--- src/hw/rtl/slc_pkg.sv ---
// Shared types and constants for the set-associative LRU cache model.
package slc_pkg;

  localparam int TAG_W      = 63;
  localparam int CNT_W      = 32;
  localparam int ADDR_W     = 64;
  localparam int KIND_W     = 2;
  localparam int CFG_IDX_W  = 2;
  localparam int CFG_DATA_W = 5;
  localparam int BLOCK_MAX  = 16;

  // Operation codes
  localparam logic [KIND_W-1:0] KIND_LOAD   = 2'd0;
  localparam logic [KIND_W-1:0] KIND_STORE  = 2'd1;
  localparam logic [KIND_W-1:0] KIND_MODIFY = 2'd2;
  localparam logic [KIND_W-1:0] KIND_UNUSED = 2'd3;

  // Configuration register indexes
  localparam logic [CFG_IDX_W-1:0] CFG_SET_BITS   = 2'd0;
  localparam logic [CFG_IDX_W-1:0] CFG_BLOCK_BITS = 2'd1;
  localparam logic [CFG_IDX_W-1:0] CFG_WAYS_USED  = 2'd2;

  typedef struct packed {
    logic [KIND_W-1:0] kind;
    logic [ADDR_W-1:0] address;
  } in_t;

  typedef struct packed {
    logic             hit;
    logic             evicted;
    logic             last;
    logic [CNT_W-1:0] hit_count;
    logic [CNT_W-1:0] miss_count;
    logic [CNT_W-1:0] eviction_count;
  } out_t;

endpackage

--- src/hw/rtl/slc_front.sv ---
// Front end: configuration registers, item acceptance and address split.
module slc_front #(
  parameter int MAX_SETS = 256,
  parameter int MAX_WAYS = 8,
  parameter int SW       = 8,
  parameter int WW       = 4,
  parameter int EW       = 76
) (
  input  logic                             clk,
  input  logic                             rst_n,
  input  logic                             start,
  output logic                             busy,
  input  slc_pkg::in_t                     in_data,
  input  logic                             cfg_valid,
  input  logic [slc_pkg::CFG_IDX_W-1:0]    cfg_index,
  input  logic [slc_pkg::CFG_DATA_W-1:0]   cfg_data,
  input  logic                             q_full,
  input  logic                             clearing,
  output logic                             push,
  output logic [EW-1:0]                    push_entry
);

  localparam int SMAX = $clog2(MAX_SETS + 1) - 1;

  logic [3:0] set_bits_r;
  logic [4:0] block_bits_r;
  logic [3:0] ways_r;

  logic [3:0]                  s_eff;
  logic [4:0]                  b_eff;
  logic [WW-1:0]               w_eff;
  logic [slc_pkg::ADDR_W-1:0]  shifted;
  logic [SW-1:0]               set_idx;
  logic [slc_pkg::TAG_W-1:0]   tag;
  logic                        two;

  // Write configuration registers
  always_ff @(posedge clk) begin
    if (!rst_n) begin
      set_bits_r   <= 4'd4;
      block_bits_r <= 5'd4;
      ways_r       <= 4'd1;
    end else if (cfg_valid) begin
      unique case (cfg_index)
        slc_pkg::CFG_SET_BITS:   set_bits_r   <= cfg_data[3:0];
        slc_pkg::CFG_BLOCK_BITS: block_bits_r <= cfg_data;
        slc_pkg::CFG_WAYS_USED:  ways_r       <= cfg_data[3:0];
        default: ;
      endcase
    end
  end

  // Clamp geometry
  always_comb begin
    s_eff = set_bits_r;
    if (set_bits_r == 4'd0) begin
      s_eff = 4'd1;
    end else if (int'(set_bits_r) > SMAX) begin
      s_eff = 4'(SMAX);
    end
    b_eff = block_bits_r;
    if (block_bits_r == 5'd0) begin
      b_eff = 5'd1;
    end else if (int'(block_bits_r) > slc_pkg::BLOCK_MAX) begin
      b_eff = 5'(slc_pkg::BLOCK_MAX);
    end
    w_eff = WW'(ways_r);
    if (ways_r == 4'd0) begin
      w_eff = WW'(1);
    end else if (int'(ways_r) > MAX_WAYS) begin
      w_eff = WW'(MAX_WAYS);
    end
  end

  // Split the address into set index and tag
  assign shifted = in_data.address >> b_eff;
  assign set_idx = SW'(shifted & ((64'd1 << s_eff) - 64'd1));
  assign tag     = slc_pkg::TAG_W'(in_data.address >> (6'(s_eff) + 6'(b_eff)));
  assign two     = (in_data.kind == slc_pkg::KIND_MODIFY);

  assign busy       = q_full || clearing;
  assign push       = start && !busy && (in_data.kind != slc_pkg::KIND_UNUSED);
  assign push_entry = {two, w_eff, set_idx, tag};

endmodule

--- config.mk ---
export PLATFORM = sky130hd
export DESIGN_NAME = slc_front
export DESIGN_NICKNAME = d
export VERILOG_FILES = /design/src/hw/rtl/slc_pkg.sv /design/src/hw/rtl/slc_front.sv
export SDC_FILE = /design/constraint.sdc
export NUM_CORES = 1
export LEC_CHECK = 0
export BUFFER_PORTS_ARGS = -buffer_cell sky130_fd_sc_hd__buf_2
export CORE_ASPECT_RATIO = 0.5
export CORE_MARGIN = 1.5
export CORE_UTILIZATION = 30
export CTS_CLUSTER_SIZE = 10
export DETAILED_ROUTE_END_ITERATION = 10
export HOLD_SLACK_MARGIN = 0.05
export SYNTH_ARGS = -nofsm -noshare
export SYNTH_HDL_FRONTEND = slang
export SYNTH_SLANG_ARGS = --single-unit
--- constraint.sdc ---
create_clock -name clk -period 4.2 [get_ports clk]
set_input_delay 0.63 -clock clk [delete_from_list [all_inputs] [get_ports clk]]
set_output_delay 0.63 -clock clk [all_outputs]
set_load 0.02 [all_outputs]
# --- Word level (Yosys, flattened, before mapping) ---
# Cells that the tools add are included.
word_totals:
  regBits: 13
  inputBits: 79
  output_inout_bits: 78
  word_cells: 33
classes:
  n_addsub: 2
  order_cmp: 3
  n_eq_ne: 4
  shifts: 3
  mux: 6
  bitwise_logic: 1
  reduce_logical: 11
ops:
  columns: ["cell", "n"]
  rows:
  - ["right shift 64 x 5 -> 8 bit", 1]
  - ["right shift 64 x 6 -> 63 bit", 1]
  - ["2-to-1 mux 4 bit", 4]
  - ["2-to-1 mux 5 bit", 2]
  - ["AND 8 bit", 1]
  - ["> comparator 4 bit, second input constant", 2]
  - ["logical NOT 4 bit", 2]
  - ["left shift 1 x 4 -> 8 bit, first input constant", 1]
  - ["subtractor 8 x 1 -> 8 bit, second input constant", 1]
  - ["adder 4 x 5 -> 6 bit", 1]
  - ["AND reduction 2 bit", 3]
  - ["> comparator 5 bit, second input constant", 1]
  - ["logical NOT 5 bit", 1]
  - ["equality test 2 bit, second input constant", 2]
  - ["equality test 2 x 1 -> 1 bit, second input constant", 1]
  - ["logical AND 1 bit", 2]
  - ["logical NOT 2 bit", 1]
  - ["!= test 2 bit, second input constant", 1]
  - ["logical NOT 1 bit", 1]
  - ["logical OR 1 bit", 1]

# --- Depth between registers and ports, before layout ---
# Gate-level depths: netlist of run 1.
logic_depth:
  word_depth: 6
  mapped_depth: 17
  ltp_nobuf: 11

# --- Worst setup path before layout of run 1 ---
# Ideal clock, no wire load.
synth_timing:
  path_type: "register to output"
  from: "reg block_bits_r[4]"
  to: "out push_entry[2]"
  arrival_time_ps: 3838
  required_ps: 3570
  slack_ps: -268
  path_stages_with_launch: 18
  n_path_buf: 7
  cell_sequence: "dfxtp_1 clkbuf_1 inv_2 o21ai_1 buf_2 inv_1 ha_1 fa_1 buf_6 buf_4 buf_4 buf_4 buf_2 mux2i_1 mux2i_1 mux2i_1 mux2i_1 mux2i_1"
synth_via:
  elab_chain_cells: 5
  elab_cells_between_ends: 6
  cone_classes: "add/sub (1); order compare (1); shift (1); mux (2); reduce/logical (1)"
synth_lines:
  columns: ["item", "line", "source"]
  rows:
  - ["start: declaration", "slc_front.sv:26", "logic [4:0] block_bits_r;"]
  - ["start signal: assignment", "slc_front.sv:46", "slc_pkg::CFG_BLOCK_BITS: block_bits_r <= cfg_data;"]
  - ["> comparator 5 bit", "slc_front.sv:64", "end else if (int'(block_bits_r) > slc_pkg::BLOCK_MAX) begin"]
  - ["2-to-1 mux 5 bit", "slc_front.sv:64", null]
  - ["2-to-1 mux 5 bit (*)", "slc_front.sv:62", "if (block_bits_r == 5'd0) begin"]
  - ["adder 4 x 5 -> 6 bit (*)", "slc_front.sv:78", "assign tag = slc_pkg::TAG_W'(in_data.address >> (6'(s_eff) + 6'(b_eff)));"]
  - ["right shift 64 x 6 -> 63 bit (*)", "slc_front.sv:78", null]
  - ["end: declaration", "slc_front.sv:20", "output logic [EW-1:0] push_entry"]
# Every way passes the cells marked *; elsewhere a longest branch is shown, timed or not.

# --- Worst setup path after layout of run 1 ---
layout_timing:
  from: "reg block_bits_r[1]"
  to: "out push_entry[16]"
# The elaborated chain is that of the path after synthesis.

==> results of run 1 <==
where the power goes:
group          switching (W)  internal [W]  leakage [nW]
clock              0.0000500      0.000128        0.0382
combinational        0.00130      0.000856          2.96
sequential        0.00000304      0.000128         0.107
total                0.00135       0.00111          3.10
kinds of logic (layout without fill, tap and decap cells):
group / count (synthesis) / in the layout / synth area share, %
flops: 13 / 13 / 4.548
buf+inv: 72 / 218 / 7.150
xor+xnor: 5 / 5 / 1.159
simple gates: 242 / 242 / 19.40
compound gates: 146 / 146 / 18.57
other cells: 1 / 1 / 0.06554
mux: 198 / 198 / 47.67
fa+ha+maj: 6 / 6 / 1.443
routing by layer:
metal	part of all wire (%)	up-vias	wire [microns]	track usage, %
met3	9.4	28	2162	4.149
li1	-	2922	-	-
met2	43	353	9885	34.60
met4	1.4	0	321	3.699
met1	46	3066	10680	33.10
met5	0	-	0	0
metrics by stage:
step	cells	hold WS [ps]
floorplan	683	445.3
finish	1088	488.1
global route	1088	542.7
detailed placement	1072	486.6
CTS	1079	498.2
global placement	1072	464.2
critical path: stages (launching register included):
cell	delay [ps]
dfxtp_2	330
nor3_2	50
o21ai_2	130
inv_2	70
ha_4	170
fa_2	750
clkbuf_16	220
mux4_2	550
mux4_2	570
a22oi_1	160
o21ai_1	110
buf_2	180
cell type report:
| type | count | area [sq um] | share of cell area (%) |
|---|---|---|---|
| clock buffer | 4 | 78.83 | 1.085 |
| tap | 259 | 324.1 | 4.460 |
| sequential | 13 | 265.3 | 3.651 |
| timing repair buffer | 207 | 1330 | 18.31 |
| inverter | 7 | 26.28 | 0.3616 |
| multi-input combinational | 598 | 5241 | 72.14 |
timing repair:
item,CTS,global route
endpoints found under the setup margin,32,26
pin swaps,2,6
resized for setup,15,32
cloned,2,1
setup buffers,1,8
registers in the layout, summed over array words and instances, names as in the netlist:
name	cells
block_bits_r	5
set_bits_r	4
ways_r	4
worst paths after layout:
check,from,to,slack [ps],cells past startpoint
max,block_bits_r[1]$_SDFFE_PN0P_,push_entry[16],20,11
min,ways_r[0]$_SDFFE_PN1P_,ways_r[0]$_SDFFE_PN1P_,490,2
max reg2reg,block_bits_r[1]$_SDFFE_PN0P_,block_bits_r[1]$_SDFFE_PN0P_,3320,4
min reg2reg,ways_r[0]$_SDFFE_PN1P_,ways_r[0]$_SDFFE_PN1P_,490,2
Yosys cell counts, types with 4 or more instances:
cell,number,area [sq um]
a211oi_1,16,120.1
a21oi_1,21,105.1
a22oi_1,7,52.55
a32oi_1,4,35.03
and2_1,10,62.56
and3_1,5,31.28
buf_2,21,105.1
buf_4,13,97.59
buf_6,7,78.83
clkbuf_1,20,75.07
dfxtp_1,13,260.3
ha_1,5,62.56
inv_1,4,15.01
mux2_2,16,180.2
mux2i_1,124,1241
mux4_2,58,1306
nand2_1,118,442.9
nand3_1,18,90.09
nand4_1,4,25.02
nor2_1,45,168.9
nor2b_1,19,118.9
o211ai_1,18,135.1
o21a_1,5,37.54
o21ai_0,21,105.1
o221ai_1,5,43.79
o22ai_1,7,43.79
or3_1,4,25.02
==> results_dict.tcl, run 1 <==
set metrics [dict create \
    slew_headroom_pct 48.04 \
    dp_hpwl_mm 18.32 \
    grt_first_pass_wirelength_mm 35.13 \
    post_dp_cell_area_sq_um 6869 \
    ys_warn_count 0 \
    fin_setup_tns_ps 0 \
    wl_per_cell_microns 21.19 \
    finalMaxSlewViolations 0 \
    setup_viol 0 \
    fin_nets 915 \
    vias_per_cell 5.854 \
    drt_iter0_drc 790 \
    clkTransAtPathRegs_ps 40 \
    avgSynthCellArea_sq_um 8.377 \
    fin_skew_ps 0 \
    drc 0 \
    final_area_sq_um 7266 \
    synth_cell_types 70 \
    pre_cts_slack_ps 29.12 \
    crit_type "reg2out" \
    synth_edf_count 0 \
    cap_violations 0 \
    hold_violations 0 \
    ys_async_sr_fraction_pct 0 \
    drt_pass1_iterations 5 \
    synth-seq-area-share_pct 4.548 \
    tritoncts "yes" \
    htreeDepth 1 \
    cp-start-kind "register" \
    post-route-min-period_ps 4183 \
    postRouteAntennaNets 0 \
    syn-num-nets 768 \
    final_util_pct 39.22 \
    status "finished clean" \
    ctsHoldBuffers 0 \
    antenna_found_initial 0 \
    mostFrequentLayoutCell "buf_2" \
    critPathArrivalTime_ps 3550 \
    grt_max_degree 41 \
    path_max_fanout 6 \
    grt_usage_pct 22.53 \
    irDropWorstVdd_mv 0.2087 \
    grt_setup_unrepaired "yes" \
    rows 35 \
    syn_inst 683 \
    die_h_microns 100.7 \
    worstMarginPinSlew_ps 777.7 \
    syn_area_sq_um 5722 \
    start_util_pct 30.89 \
    final_layout_size_suffix_gt1_share_pct 40.89 \
    critPathRequiredTime_ps 3570 \
    ios 157 \
    layout_setup_ws_ps 17.47 \
    routabilityCongestion 0.9491 \
    numCtsBuffers 3 \
    hold_path_class "reg2reg" \
    fin_crit_sh_pct 99.58 \
    io_buffers 156 \
    power_density_nw_per_um2 339.3 \
    wl_mm 23.05 \
    grt_pass1_vias 5925 \
    antenna_cells 0 \
    clk-insertion-delay-late_ps 240 \
    area_growth_pct 26.98 \
    end_kind "primary output" \
    clock-sinks 13 \
    p_leak_nw 3.101 \
    fillers 1891 \
    max_freq_mhz 239.1 \
    die_w_microns 198.3 \
    ys_seq_elements 13 \
    num_vias 6369 \
    mostFrequentLayoutCells "buf_2, nand2_1, mux2i_1" \
    die_area_sq_um 19960 \
    clock_path_buffers 2 \
    total_power_w 0.002465 \
    gr-total-overflow 0 \
    cts_root_buffer "clkbuf_16" \
    core_region_area_sq_um 18520 \
    synth-main-ff-cell "dfxtp_1" \
]
Power figures use the tool's default switching activity.
==> run 2, diff against run 1 <==
Settings changed: SETUP_SLACK_MARGIN set to 0.05.
Clock period 4.2 ns to 4.43 ns, I/O delays scaled along.
==> results_dict.tcl, run 2 (synthesis results as in run 1) <==
set metrics [dict create \
    power_density_nw_per_um2 324.9 \
    ctsHoldBuffers 0 \
    antenna_cells 0 \
    regMostFlops "block_bits_r" \
    post-route-min-period_ps 4317 \
    area_growth_pct 23.49 \
    ios 157 \
    top_regs "block_bits_r (5), set_bits_r (4), ways_r (4)" \
    die_h_microns 100.7 \
    cts_root_buffer "clkbuf_16" \
    dp_hpwl_mm 18.27 \
    rr_endpoint "block_bits_r[4]$_SDFFE_PN0P_" \
    fin_skew_ps 0 \
    fin_nets 905 \
    drt_iter0_drc 831 \
    finalMaxSlewViolations 0 \
    rrSetupSlack_ps 3570 \
    num_vias 6322 \
    worstHoldEndpoint "ways_r[0]$_SDFFE_PN1P_" \
    mostFrequentLayoutCells "buf_2, mux2i_1, nand2_1" \
    slew_headroom_pct 45.29 \
    routabilityCongestion 0.9591 \
    end_kind "primary output" \
    grt_setup_unrepaired "yes" \
    largest_reg_flops 5 \
    cap_violations 0 \
    clkTransAtPathRegs_ps 40 \
    r2r_start "block_bits_r[4]$_SDFFE_PN0P_" \
    min-delay-start "ways_r[0]$_SDFFE_PN1P_" \
    grt_max_degree 38 \
    grt_pass1_vias 5794 \
    max_freq_mhz 231.7 \
    die_area_sq_um 19960 \
    wl_mm 22.71 \
    crit_type "reg2out" \
    whs_ps 491.9 \
    min_path_cells 2 \
    critPathArrivalTime_ps 3650 \
    postRouteAntennaNets 0 \
    mostFrequentLayoutCell "buf_2" \
    clock-sinks 13 \
    numCtsBuffers 3 \
    hold_path_class "reg2reg" \
    grt_first_pass_wirelength_mm 34.59 \
    setup_viol 0 \
    layout_setup_ws_ps 113.3 \
    total_power_w 0.002296 \
    clock_path_buffers 2 \
    worstMarginPinSlew_ps 818.9 \
    p_leak_nw 3.012 \
    irDropWorstVdd_mv 0.1759 \
    tritoncts "yes" \
    critPathLaunch "set_bits_r[3]$_SDFFE_PN0P_" \
    path_max_fanout 37 \
    core_region_area_sq_um 18520 \
    die_w_microns 198.3 \
    status "finished clean" \
    clk-insertion-delay-late_ps 240 \
    htreeDepth 1 \
    final_layout_size_suffix_gt1_share_pct 37.97 \
    cp-start-kind "register" \
    rr_worst_depth 3 \
    drc 0 \
    rows 35 \
    critPathRequiredTime_ps 3770 \
    hold_violations 0 \
    fin_setup_tns_ps 0 \
    start_util_pct 30.89 \
    pre_cts_slack_ps 165.3 \
    antenna_found_initial 0 \
    gr-total-overflow 0 \
    wl_per_cell_microns 21.07 \
    vias_per_cell 5.865 \
    drt_pass1_iterations 5 \
    fin_crit_sh_pct 97.44 \
    io_buffers 156 \
    grt_usage_pct 22.06 \
]
## run 2: changes by cell type in the layout (fill, tap and decap cells not counted), moves of 3 or more
cell,before,now
nor2_2,4,1
buf_4,46,34
buf_2,149,154
mux2i_1,117,120
mux2i_2,7,4
## run 2: area by class of cell
| type | instances | area, sq um |
|---|---|---|
| repair buffers | 197 | 1207 |
| inverters | 7 | 26.28 |
| clock buffers | 4 | 78.83 |
| flip-flops and latches | 13 | 264.0 |
| fillers | 1900 | 11460 |
| multi-input cells | 598 | 5165 |
| well taps | 259 | 324.1 |
## run 2: report_power, final
part | internal [W] | leakage [nW] | total [W] | switching [W]
registers | 0.000122 | 0.106 | 0.000126 | 0.00000394
clock network | 0.000121 | 0.0382 | 0.000171 | 0.0000492
logic | 0.000780 | 2.87 | 0.00200 | 0.00122
total | 0.00102 | 3.01 | 0.00230 | 0.00127
## run 2: worst max-delay path: stages (launching register included)
cell and delay (ps):
dfxtp_2 340, or3_1 400, o21ai_1 160, ha_4 190, fa_2 540, buf_12 220
mux4_2 370, mux4_2 600, a32oi_1 220, o211ai_1 160, buf_2 190
## run 2: worst max-delay path by stage
stage                          to  cells past startpoint
finish              push_entry[0]                     10
global route        push_entry[0]                     10
CTS                 push_entry[4]                     12
detailed placement  push_entry[8]                     11
global placement    push_entry[8]                     11
floorplan           push_entry[5]                     16
## run 2: per-stage QoR
| stage | instance area (sq um) | instances | utilization, % |
|---|---|---|---|
| 4_1_cts | 6952 | 1071 | 37.53 |
| 2_1_floorplan | 5741 | 683 | - |
| 3_3_place_gp | 6838 | 1067 | 36.91 |
| 6_report | 7066 | 1078 | 38.14 |
| 3_5_place_dp | 6838 | 1067 | 36.91 |
| 5_1_grt | 7066 | 1078 | 38.14 |
## run 2: what timing repair did
item                       CTS  global route
buffers inserted             0             5
cloned                       0             2
gates resized for setup      7            10
pin swaps                    0             4
setup endpoints to repair   14            29
## run 2: metal layers
layer / GRT usage [%] / share of wire, % / vias to the layer above / wire (microns)
met2: 33.25 / 42 / 345 / 9504
met5: 0 / 0 / - / 0
met1: 34.33 / 49 / 3056 / 11140
met3: 1.940 / 7.5 / 30 / 1703
met4: 3.230 / 1.6 / 0 / 368
li1: - / - / 2891 / -
