File: src/hw/rtl/slc_queue.sv
// Two-entry queue between the classifying front and the access back end.
module slc_queue #(
  parameter int W = 8
) (
  input  logic         clk,
  input  logic         rst_n,
  input  logic         push,
  input  logic [W-1:0] din,
  input  logic         pop,
  output logic [W-1:0] dout,
  output logic         empty,
  output logic         full
);

  logic [W-1:0] ent_r [2];
  logic         wp_r;
  logic         rp_r;
  logic [1:0]   cnt_r;

  assign dout  = ent_r[rp_r];
  assign empty = (cnt_r == 2'd0);
  assign full  = (cnt_r == 2'd2);

  // Advance pointers and count
  always_ff @(posedge clk) begin
    if (!rst_n) begin
      wp_r  <= 1'b0;
      rp_r  <= 1'b0;
      cnt_r <= 2'd0;
    end else begin
      if (push) begin
        wp_r <= ~wp_r;
      end
      if (pop) begin
        rp_r <= ~rp_r;
      end
      cnt_r <= cnt_r + {1'b0, push} - {1'b0, pop};
    end
  end

  // Hold entry payload
  always_ff @(posedge clk) begin
    if (push) begin
      ent_r[wp_r] <= din;
    end
  end

endmodule

File: config.mk
export PLATFORM = sky130hd
export DESIGN_NAME = slc_queue
export DESIGN_NICKNAME = d
export VERILOG_FILES = /design/src/hw/rtl/slc_queue.sv
export SDC_FILE = /design/constraint.sdc
export NUM_CORES = 1
export LEC_CHECK = 0
export BUFFER_PORTS_ARGS = -buffer_cell sky130_fd_sc_hd__buf_2
export CAP_MARGIN = 20
export CORE_MARGIN = 2
export CORE_UTILIZATION = 50
export CTS_CLUSTER_SIZE = 30
export DETAILED_ROUTE_END_ITERATION = 16
export GPL_ROUTABILITY_DRIVEN = 0
export PLACE_DENSITY = 0.78
export SETUP_SLACK_MARGIN = 0.2
export SLEW_MARGIN = 30
export SYNTH_ARGS = -nofsm -noshare
export SYNTH_HDL_FRONTEND = slang
export SYNTH_SLANG_ARGS = --single-unit
File: constraint.sdc
create_clock -name clk -period 2.8 [get_ports clk]
set_input_delay 0.42 -clock clk [delete_from_list [all_inputs] [get_ports clk]]
set_output_delay 0.42 -clock clk [all_outputs]
set_load 0.02 [all_outputs]
======== Word-level counts from Yosys, hierarchy flattened ========
Memories as Yosys holds them, arrays and structs flattened. A register that Yosys moved wholly into a read port is not among the register bits.
Cells that the tools add are included.
operators by class
  $add $sub $neg .......................... 2
  multiply operators ...................... 0
  div/mod/pow operators ................... 0
  $lt $le $gt $ge ......................... 0
  equal/unequal tests ..................... 1
  shifts and indexed selects .............. 0
  multiplexer cells ....................... 4
  bitwise logic cells ..................... 2
  reduce and logical (&&, ||, !) cells .... 1
operators by type and width
  cell                                         number
  1-bit 2-to-1 mux                             4
  2-bit by 1-bit adder with 2-bit output       1
  2-bit equality test, second input constant   1
  2-bit logical NOT                            1
  1-bit inverter                               2
  2-bit by 1-bit subtractor with 2-bit output  1
word-level totals
  flip-flop bits (word level) ............. 4
  latch bits .............................. 0
  RAM bits ................................ 16
  ROM bits ................................ 0
  input bits .............................. 12
  output and inout bits ................... 10
  logic and storage cells ................. 14
  memories kept ........................... 1
memories
  memory  depth  width  read ports  clocked after Yosys merged registers in  write ports  RTL line  text
  ent_r   2      8      1           1                                        1            15        logic [W-1:0] ent_r [2];

======== Depth between registers and ports, before layout ========
Gate-level depths: netlist of the first run.
  depth in word-level cells ............... 3
  depth in mapped cells ................... 6
  depth with buffers taken out ............ 6

======== Worst setup path before layout of the first run ========
OpenSTA, ideal clock, no wires.
  kind .................................... flip-flop to output port
  start ................................... reg (tool-made name)
  end ..................................... out dout[0]
  data arrival time ....................... 0.853 ns
  data required time ...................... 2.380 ns
  setup slack ............................. 1.527 ns
  cell stages (with the launch flop) ...... 3
  buffers on the path ..................... 1
  cell sequence ........................... dfxtp_1 -> buf_2 -> mux2_2
RTL lines
  what              RTL line  text
  end: declaration  10        output logic [W-1:0] dout,

==> reports/metrics.cfg, run 1 <==
[status]
status=finished, final reports clean

[global_route]
grt_overflow=0
grt_max_degree=13
grt_pass1_wl_um=1770
antenna_found_initial=0
grt_pass1_vias=426
grt.total_usage_pct=13.5

[setup_path]
worstPathRequired_ns=2.38
cp.arrival_ns=1.39
worstSetupPathType=register to primary output
crit_chain=mux2_2 -> buf_2
rr_worst_depth=6
crit_fanout=8
cpLargestDelayFamily=flip-flops
end_kind=primary output
slowest_stage=dfxtp_1
cp-start-kind=register
worst-path-buf-inv=1
rrSetupSlack_ns=1.54
cp_slowest_stage_delay_ns=0.55
r2r_start=cnt_r[0]
reg2reg_to=cnt_r[1]

[synth]
avgSynthCellArea_um2=17.4
synth-seq-area-share_pct=72.5
netlist_area_um2=801
ys_seq_elements=21
synth_top_area_share_pct=60.0
synthCells=46
synth.area.top_cells=edfxtp_1, dfxtp_1, mux2_2
synth_cell_type_count=12
synth_nets=60
yosys.area.top_type=edfxtp_1
yosysWarnings=0

[layout]
final_layout_size_suffix_gt1_share_pct=47.1
insertedDiodeCount=0
layout.cells.non_filler=86
fillCellCount=123
syn_to_final_growth_pct=18.4
nNetsFinal=85

[clocking]
cts.sinks=21
clk_transition_reported_paths_ns=0.11
cts_tree=yes
h-tree-depth=1
post_cts_buffers=0
cts_buffers=3
clk_latency_ns=0.29
cts_root_buf=clkbuf_4
clk_path_buf_depth=2
ctsHoldBuffers=0
cts_resized=0

[detailed_routing]
detail_route.first_pass.iterations=4
drt_iter0_markers=4
antenna_left=0
drt-total-wl_um=1170
routedWlPerCell_um=13.6
drc=0
avgViaCountPerCell=5.02
num_vias=432

[die]
initial_utilization_pct=53.2
ios=22
die_x_um=44.0
row_count=14
dieArea_um2=1940
die_h_um=44.0
core_area_um2=1510

[sta]
timing.final.hold_violations=0
drv_slew=0
max_freq_mhz=553
min_period_over_period_pct=64.6
period_needed_ns=1.81
tightest_slew_ns=0.730
fin_setup_tns_ns=0
setup_violations=0
slew_headroom_pct=51.3
fin_skew_ns=0.00392
rsz0062_at_grt=no

[power_and_ir_drop]
p_seq_share_pct=59.6
finalPower_mw=0.624
internal-power_mw=0.467
p_sw_mw=0.158
power.density_nw_per_um2=658
p_leak_nw=0.388
p_clk_share_pct=22.6
power.share.combinational_pct=17.8
peakVddDrop_mv=0.324
switching_share_pct=25.3

[min_path]
min_from=din[0]
hold-path-cell-count=1
min_path_type=input pin to register
whs_endpoint=ent_r[0][0]

[run]
maxCapViolCount=0

[place]
place_inst=82
port-buffer-count=21

-- routing by layer --
layer	vias up	global-route usage [%]	part of all wire [%]
li1	212	-	-
met1	204	14.2	39
met2	14	25.0	55
met3	2	3.67	5.4
met4	0	5.45	0.77
met5	-	0	0
-- flip-flops by register name (all words and copies together), names as in the netlist, named ones only --
register and cells:
ent_r 16, cnt_r 2, rp_r 1, wp_r 1
-- placed cells by master (no fill, tap or decap), drive strengths merged --
master / Yosys / routed
and2: 4 / 4
nor2b: 4 / 4
xnor3: 1 / 1
edfxtp: 16 / 16
o21a: 1 / 1
ha: 2 / 2
mux2: 8 / 8
dfxtp: 5 / 5
clkinv: 0 / 1
buf: 1 / 21
nor2: 1 / 1
xor2: 1 / 1
inv: 2 / 2
clkbuf: 0 / 3
-- metrics by stage --
step	setup WS [ns]	utilization (%)	area, um^2	hold slack (ns)
floorplan	1.53	-	801	0.519
global placement	1.28	61.1	921	0.567
detailed placement	1.24	61.1	921	0.577
CTS	0.972	63.0	948	0.303
global route	0.911	63.0	948	0.291
finish	0.993	63.0	948	0.307
-- worst max-delay path by stage --
stage	cells after the start	startpoint	endpoint
6_report	2	register	dout[1]
5_1_grt	2	register	dout[7]
4_1_cts	2	register	dout[1]
3_5_place_dp	2	push	ent_r[0][3]
3_3_place_gp	2	push	ent_r[0][3]
2_1_floorplan	2	register	dout[0]
-- worst register-to-register path, cell delays in order, from the launching register on --
cell	delay (ns)
dfxtp_1	0.37
inv_1	0.06
ha_1	0.28
inv_1	0.06
ha_1	0.14
xnor3_1	0.20
nor2b_1	0.10
-- power by group through the flow --
stage | logic [mW] | clock network, mW | registers [mW]
final | 0.111 | 0.141 | 0.372
after CTS | 0.114 | 0.144 | 0.373
after global routing | 0.121 | 0.154 | 0.375
after floorplan | 0.0817 | 0 | 0.373
after detailed placement | 0.113 | 0 | 0.380
after global placement | 0.108 | 0 | 0.378
-- Yosys cell counts --
master	count
xor2_1	1
nor2_1	1
dfxtp_1	5
o21a_1	1
buf_2	1
mux2_2	8
xnor3_1	1
edfxtp_1	16
and2_1	4
nor2b_1	4
ha_1	2
inv_1	2
-- logic make-up after synthesis --
family	count (synthesis)	synth area share, %
buffers and inverters	3	1.56
muxes	8	11.3
DFF	21	72.5
xor gates and xnor gates	2	3.91
adders and majority gates	2	3.12
and+or+nand+nor	9	6.72
AOI/OAI and AO/OA	1	0.938
-- layout make-up --
class / instances / area, um^2 / area share (%)
Timing Repair Buffer: 21 / 105 / 11.1
Clock buffer: 3 / 22.5 / 2.37
Sequential cell: 21 / 581 / 61.2
Inverter: 2 / 7.51 / 0.792
Multi-Input combinational cell: 22 / 208 / 21.9
Clock inverter: 1 / 5.00 / 0.528
Tap cell: 16 / 20.0 / 2.11
Note: power is estimated with default switching activity, not from simulation.
==> run 2: changes to the inputs <==
--- a/config.mk
+++ b/config.mk
@@ -8,11 +8,11 @@
 export BUFFER_PORTS_ARGS = -buffer_cell sky130_fd_sc_hd__buf_2
 export CAP_MARGIN = 20
 export CORE_MARGIN = 2
-export CORE_UTILIZATION = 50
+export CORE_UTILIZATION = 49
 export CTS_CLUSTER_SIZE = 30
 export DETAILED_ROUTE_END_ITERATION = 16
 export GPL_ROUTABILITY_DRIVEN = 0
-export PLACE_DENSITY = 0.78
+export PLACE_DENSITY = 0.76
 export SETUP_SLACK_MARGIN = 0.2
 export SLEW_MARGIN = 30
 export SYNTH_ARGS = -nofsm -noshare
==> constraint.sdc (replaced) <==
create_clock -name clk -period 1.9 [get_ports clk]
set_input_delay 0.285 -clock clk [delete_from_list [all_inputs] [get_ports clk]]
set_output_delay 0.285 -clock clk [all_outputs]
set_load 0.02 [all_outputs]
==> run 2 against run 1 <==
Net effect: critical path depth is the same; worst hold slack got worse by 0.14 ns; first-iteration DRC count rose by 25%; non-clock buffer count up 1; global-route usage down 0.78 points.
==> reports/metrics.cfg, run 2 (synthesis gave the netlist of run 1 again) <==
[clocking]
clk_path_buf_depth=2  ; unchanged
clk_latency_ns=0.30  ; about the same
ctsHoldBuffers=0  ; unchanged
cts_tree=yes
cts_root_buf=clkbuf_4
cts_resized=0  ; unchanged
cts.sinks=21  ; unchanged
post_cts_buffers=0  ; unchanged
h-tree-depth=1  ; unchanged
cts_buffers=3  ; unchanged
clk_transition_reported_paths_ns=0.11  ; about the same

[detailed_routing]
avgViaCountPerCell=4.83  ; -3.9%
drc=0  ; unchanged
drt-total-wl_um=1130  ; -3.8%
wl_met3_um=52  ; -17%
drt_iter0_markers=5  ; +1
antenna_left=0  ; unchanged
detail_route.first_pass.iterations=4  ; unchanged
routedWlPerCell_um=13.0  ; -4.9%
drt-met1-wl_um=464  ; +1.5%
dr.max_layer_used=met4
num_vias=420  ; -2.8%
dr_wl_met2_um=603  ; -5.9%

[global_route]
grt_max_degree=12  ; -1
grt.total_usage_pct=12.7  ; -0.78 points
grt_pass1_wl_um=1680  ; -5.1%
grt_pass1_vias=434  ; +1.9%
grt_overflow=0  ; unchanged
antenna_found_initial=0  ; unchanged

[run]
maxCapViolCount=0  ; unchanged

[sta]
min_period_over_period_pct=80.8
fin_setup_tns_ns=0  ; unchanged
drv_slew=0  ; unchanged
fin_skew_ns=0.00432  ; +0.000397 ns
slew_headroom_pct=68.5  ; +17 points
timing.final.hold_violations=0  ; unchanged
setup_violations=0  ; unchanged
max_freq_mhz=652
rsz0062_at_grt=no
timing.hold.ws_ns=0.168  ; -0.140 ns
tightest_slew_ns=0.471  ; -0.259 ns
period_needed_ns=1.53

[die]
ios=22  ; unchanged
dieArea_um2=1970  ; +1.8%
row_count=14  ; unchanged
die_h_um=44.4  ; +0.92%
core_area_um2=1520  ; +1.2%
initial_utilization_pct=52.5  ; -0.61 points
die_x_um=44.4  ; +0.92%

[layout]
layout_commonest_cell=buf_2
syn_to_final_growth_pct=19.4
largest_reg_flops=16  ; unchanged
largest_register=ent_r
insertedDiodeCount=0  ; unchanged
final_cell_mix=buf_2, edfxtp_1, mux2_2
layout.cells.non_filler=87  ; +1.2%
nNetsFinal=86  ; +1.2%
multi_input_area_um2=208  ; unchanged
final_layout_size_suffix_gt1_share_pct=47.9  ; +0.74 points
fillCellCount=130  ; +5.7%
reg_top3=ent_r: 16 flops, cnt_r: 2 flops
area.sequential_um2=582  ; +0.22%

[power_and_ir_drop]
power.share.combinational_pct=17.9  ; about the same
p_clk_share_pct=22.4  ; -0.2 points
switching_share_pct=24.6  ; -0.69 points
power.density_nw_per_um2=961  ; +46%
internal-power_mw=0.693  ; +48%
p_seq_share_pct=59.7  ; about the same
peakVddDrop_mv=0.492  ; +52%
p_leak_nw=0.391  ; +0.64%
p_sw_mw=0.226  ; +43%

[place]
port-buffer-count=21  ; unchanged
place_inst=83  ; +1.2%
place.detailed.hpwl_um=863

[min_path]
min_path_type=input pin to register

[setup_path]
cp.arrival_ns=1.25  ; -0.14 ns
cp-start-kind=register
worstPathRequired_ns=1.62  ; -0.76 ns
end_kind=primary output
worstSetupPathType=register to primary output
crit_fanout=8  ; unchanged

[status]
status=finished, final reports clean

## run 2: cell count changes in the layout (fill, tap and decap cells not counted)
| cell | before | now |
|---|---|---|
| buf_4 | 0 | 1 |
| clkbuf_1 | 0 | 1 |
| clkinv_2 | 1 | 0 |
| dfxtp_1 | 5 | 4 |
| dfxtp_2 | 0 | 1 |
## run 2: cell type report
type                    count  share of cell area, %
inverters                   2                  0.785
well taps                  16                   2.09
multi-input cells          22                   21.7
clock buffers               4                   2.75
flip-flops and latches     21                   60.9
repair buffers             22                   11.8
## run 2: worst max-delay path, stage by stage (launching register included)
cell and delay (ns):
dfxtp_2 0.44, mux2_2 0.35, buf_2 0.16
## run 2: metal layers
| metal | GRT usage [%] | vias to the layer above |
|---|---|---|
| li1 | - | 214 |
| met1 | 12.9 | 193 |
| met2 | 22.6 | 11 |
| met3 | 2.86 | 2 |
| met4 | 9.09 | 0 |
| met5 | 0 | - |
## run 2: power by group through the flow
stage	registers [mW]	logic (mW)	clock network, mW
floorplan	0.549	0.120	0
global placement	0.557	0.162	0
CTS	0.549	0.168	0.216
global route	0.552	0.180	0.226
detailed placement	0.559	0.167	0
finish	0.548	0.165	0.206
## run 2: path summary, 6_finish.rpt
path / startpoint / slack [ns] / cells past startpoint / endpoint
hold reg to reg: rp_r / 0.58 / 2 / register
setup reg to reg: cnt_r[0] / 0.65 / 6 / cnt_r[1]
hold / removal: din[6] / 0.17 / 1 / ent_r[0][6]
setup / recovery: register / 0.37 / 2 / dout[5]
## run 2: stage by stage
stage	util [%]	setup slack (ns)	total power, mW	area, um^2
after floorplan	-	0.749	0.670	801
after global placement	60.9	0.568	0.719	928
after detailed placement	60.9	0.543	0.727	928
after CTS	62.6	0.223	0.933	955
after global routing	62.7	0.312	0.958	956
final	62.7	0.366	0.918	956
==> run 3: changes to the inputs <==
--- a/config.mk
+++ b/config.mk
@@ -8,11 +8,11 @@
 export BUFFER_PORTS_ARGS = -buffer_cell sky130_fd_sc_hd__buf_2
 export CAP_MARGIN = 20
 export CORE_MARGIN = 2
-export CORE_UTILIZATION = 49
+export CORE_UTILIZATION = 44
 export CTS_CLUSTER_SIZE = 30
 export DETAILED_ROUTE_END_ITERATION = 16
 export GPL_ROUTABILITY_DRIVEN = 0
-export PLACE_DENSITY = 0.76
+export PLACE_DENSITY = 0.73
 export SETUP_SLACK_MARGIN = 0.2
 export SLEW_MARGIN = 30
 export SYNTH_ARGS = -nofsm -noshare
==> constraint.sdc (replaced) <==
create_clock -name clk -period 1.2 [get_ports clk]
set_input_delay 0.18 -clock clk [delete_from_list [all_inputs] [get_ports clk]]
set_output_delay 0.18 -clock clk [all_outputs]
set_load 0.02 [all_outputs]
==> run 3 against run 2 <==
Net effect: the flow now finishes with violations (setup timing); wire length is 12% higher; utilization rose by 3.4 points; clock skew down 0.0029 ns; final cell count up 14%; clock-buffer cell count down 1; critical path type unchanged; largest cell class unchanged; highest routed layer unchanged.
==> reports/metrics.cfg, run 3 (synthesis gave the netlist of run 1 again) <==
[run]
maxCapViolCount=0  ; unchanged

[detailed_routing]
drt_iter0_markers=1  ; -4
drt-total-wl_um=1260  ; +12%
detail_route.first_pass.iterations=2  ; -2
drc=0  ; unchanged
num_vias=447  ; +6.4%
avgViaCountPerCell=4.52  ; -6.5%
routedWlPerCell_um=12.7  ; -1.8%
antenna_left=0  ; unchanged

[layout]
nNetsFinal=89  ; +3.5%
largest_register=ent_r
area.sequential_um2=584  ; +0.43%
layout.cells.non_filler=99  ; +14%
multi_input_area_um2=283  ; +36%
reg_top3=ent_r: 16 flops, cnt_r: 2 flops
largest_reg_flops=16  ; unchanged
syn_to_final_growth_pct=42.7
layout_commonest_cell=edfxtp_1
final_area_um2=1140  ; +20%
final_layout_size_suffix_gt1_share_pct=64.9  ; +17 points
final_cell_mix=edfxtp_1, buf_6, buf_2
fillCellCount=139  ; +6.9%
insertedDiodeCount=0  ; unchanged

[global_route]
grt_pass1_wl_um=1840  ; +9.0%
grt_max_degree=13  ; +1
grt_overflow=0  ; unchanged
grt_pass1_vias=437  ; +0.69%
grt.total_usage_pct=13.5  ; +0.78 points
antenna_found_initial=0  ; unchanged

[place]
place_area_um2=988  ; +6.5%
dpl_worst_slack_ns=0.0150  ; -0.528 ns
place.detailed.hpwl_um=853  ; -1.1%
port-buffer-count=21  ; unchanged
place_inst=94  ; +13%

[sta]
rsz0062_at_grt=yes
fin_setup_tns_ns=-1.51  ; -1.51 ns
max_freq_mhz=716
tightest_slew_ns=0.152  ; -0.319 ns
min_period_over_period_pct=116
setup_violations=8  ; +8
period_needed_ns=1.40
drv_slew=0  ; unchanged
timing.final.hold_violations=0  ; unchanged
fin_skew_ns=0.00141  ; -0.00291 ns
worst_slack_ns=-0.197  ; -0.562 ns
slew_headroom_pct=89.9  ; +21 points

[power_and_ir_drop]
internal-power_mw=1.21  ; +75%
p_sw_mw=0.401  ; +78%
power.share.combinational_pct=25.8  ; +7.9 points
power.density_nw_per_um2=1410  ; +47%
finalPower_mw=1.61  ; +75%
p_seq_share_pct=54.3  ; -5.4 points
peakVddDrop_mv=0.889  ; +81%
p_leak_nw=0.473  ; +21%
p_clk_share_pct=19.9  ; -2.5 points
switching_share_pct=24.9  ; +0.34 points

[status]
violations=setup timing
status=finished with violations

[min_path]
min_from=din[5]
whs_endpoint=ent_r[0][5]
min_path_type=input pin to register
hold-path-cell-count=1  ; unchanged

[clocking]
cts.sinks=21  ; unchanged
clk_transition_reported_paths_ns=0.11  ; about the same
ctsHoldBuffers=0  ; unchanged
cts_tree=yes
h-tree-depth=1  ; unchanged
cts_root_buf=clkbuf_4
clk_latency_ns=0.29  ; about the same
clk_path_buf_depth=2  ; unchanged
cts_buffers=3  ; unchanged

[setup_path]
cp-start-kind=register
r2r_start=cnt_r[0]
worstPathRequired_ns=1.02  ; -0.60 ns
rrSetupSlack_ns=0.04  ; -0.61 ns
rr_worst_depth=6  ; unchanged
crit_fanout=4  ; -4
cp.arrival_ns=1.22  ; -0.03 ns
reg2reg_to=cnt_r[1]
worstSetupPathType=register to primary output
end_kind=primary output

[die]
core_area_um2=1730  ; +13%
row_count=15  ; +1
initial_utilization_pct=46.4  ; -6.2 points
die_h_um=46.7  ; +5.0%
ios=22  ; unchanged
dieArea_um2=2180  ; +10%
die_x_um=46.7  ; +5.0%

## run 3: changes by cell type in the layout (fill, tap and decap cells not counted), sizes merged
cell    delta
buf        +3
clkbuf     -1
clkinv     +1
## run 3: critical path, cell delays in order (launching register included)
cell,delay (ns)
dfxtp_2,0.36
buf_6,0.12
mux2_4,0.31
buf_6,0.13
## run 3: worst max path at each step
| stage | endpoint | slack [ns] | cells after the start |
|---|---|---|---|
| 2_1_floorplan | cnt_r[1] | 0.07 | 6 |
| 3_3_place_gp | cnt_r[1] | 0.05 | 6 |
| 3_5_place_dp | cnt_r[1] | 0.01 | 6 |
| 4_1_cts | dout[6] | -0.20 | 3 |
| 5_1_grt | dout[7] | -0.24 | 3 |
| 6_report | dout[7] | -0.20 | 3 |
## run 3: metal layers
layer  global-route usage [%]  vias to the layer above  share of wire, %
met2                     24.4                       13                59
met5                        0                        -                 0
met3                     3.53                        2               5.9
li1                         -                      220                 -
met4                     10.0                        0               1.8
met1                     12.7                      212                33
## run 3: metrics by stage
step,hold WS [ns],util (%)
after floorplan,0.279,-
after global placement,0.367,57.2
after detailed placement,0.372,57.2
after CTS,0.0624,65.8
after global routing,0.0493,66.2
final,0.0688,66.2
## run 3: final cells by class
type / count / area share, %
clock buffer: 3 / 1.97
clock inverter: 1 / 0.438
inverter: 2 / 0.657
multi-input combinational: 22 / 24.8
sequential: 21 / 51.1
tap: 25 / 2.74
timing repair buffer: 25 / 18.3
## run 3: power by group through the flow
stage / Combinational (mW) / Sequential, mW / Clock, mW
after detailed placement: 0.299 / 0.880 / 0
after global routing: 0.449 / 0.880 / 0.361
final: 0.416 / 0.874 / 0.321
after global placement: 0.295 / 0.875 / 0
after CTS: 0.407 / 0.874 / 0.332
after floorplan: 0.214 / 0.872 / 0
## run 3: what timing repair did
action / in CTS / in global routing
pin swaps: 2 / 1
endpoints found under the setup margin: 26 / 18
gates resized for setup: 34 / 2
buffers inserted: 1 / 0
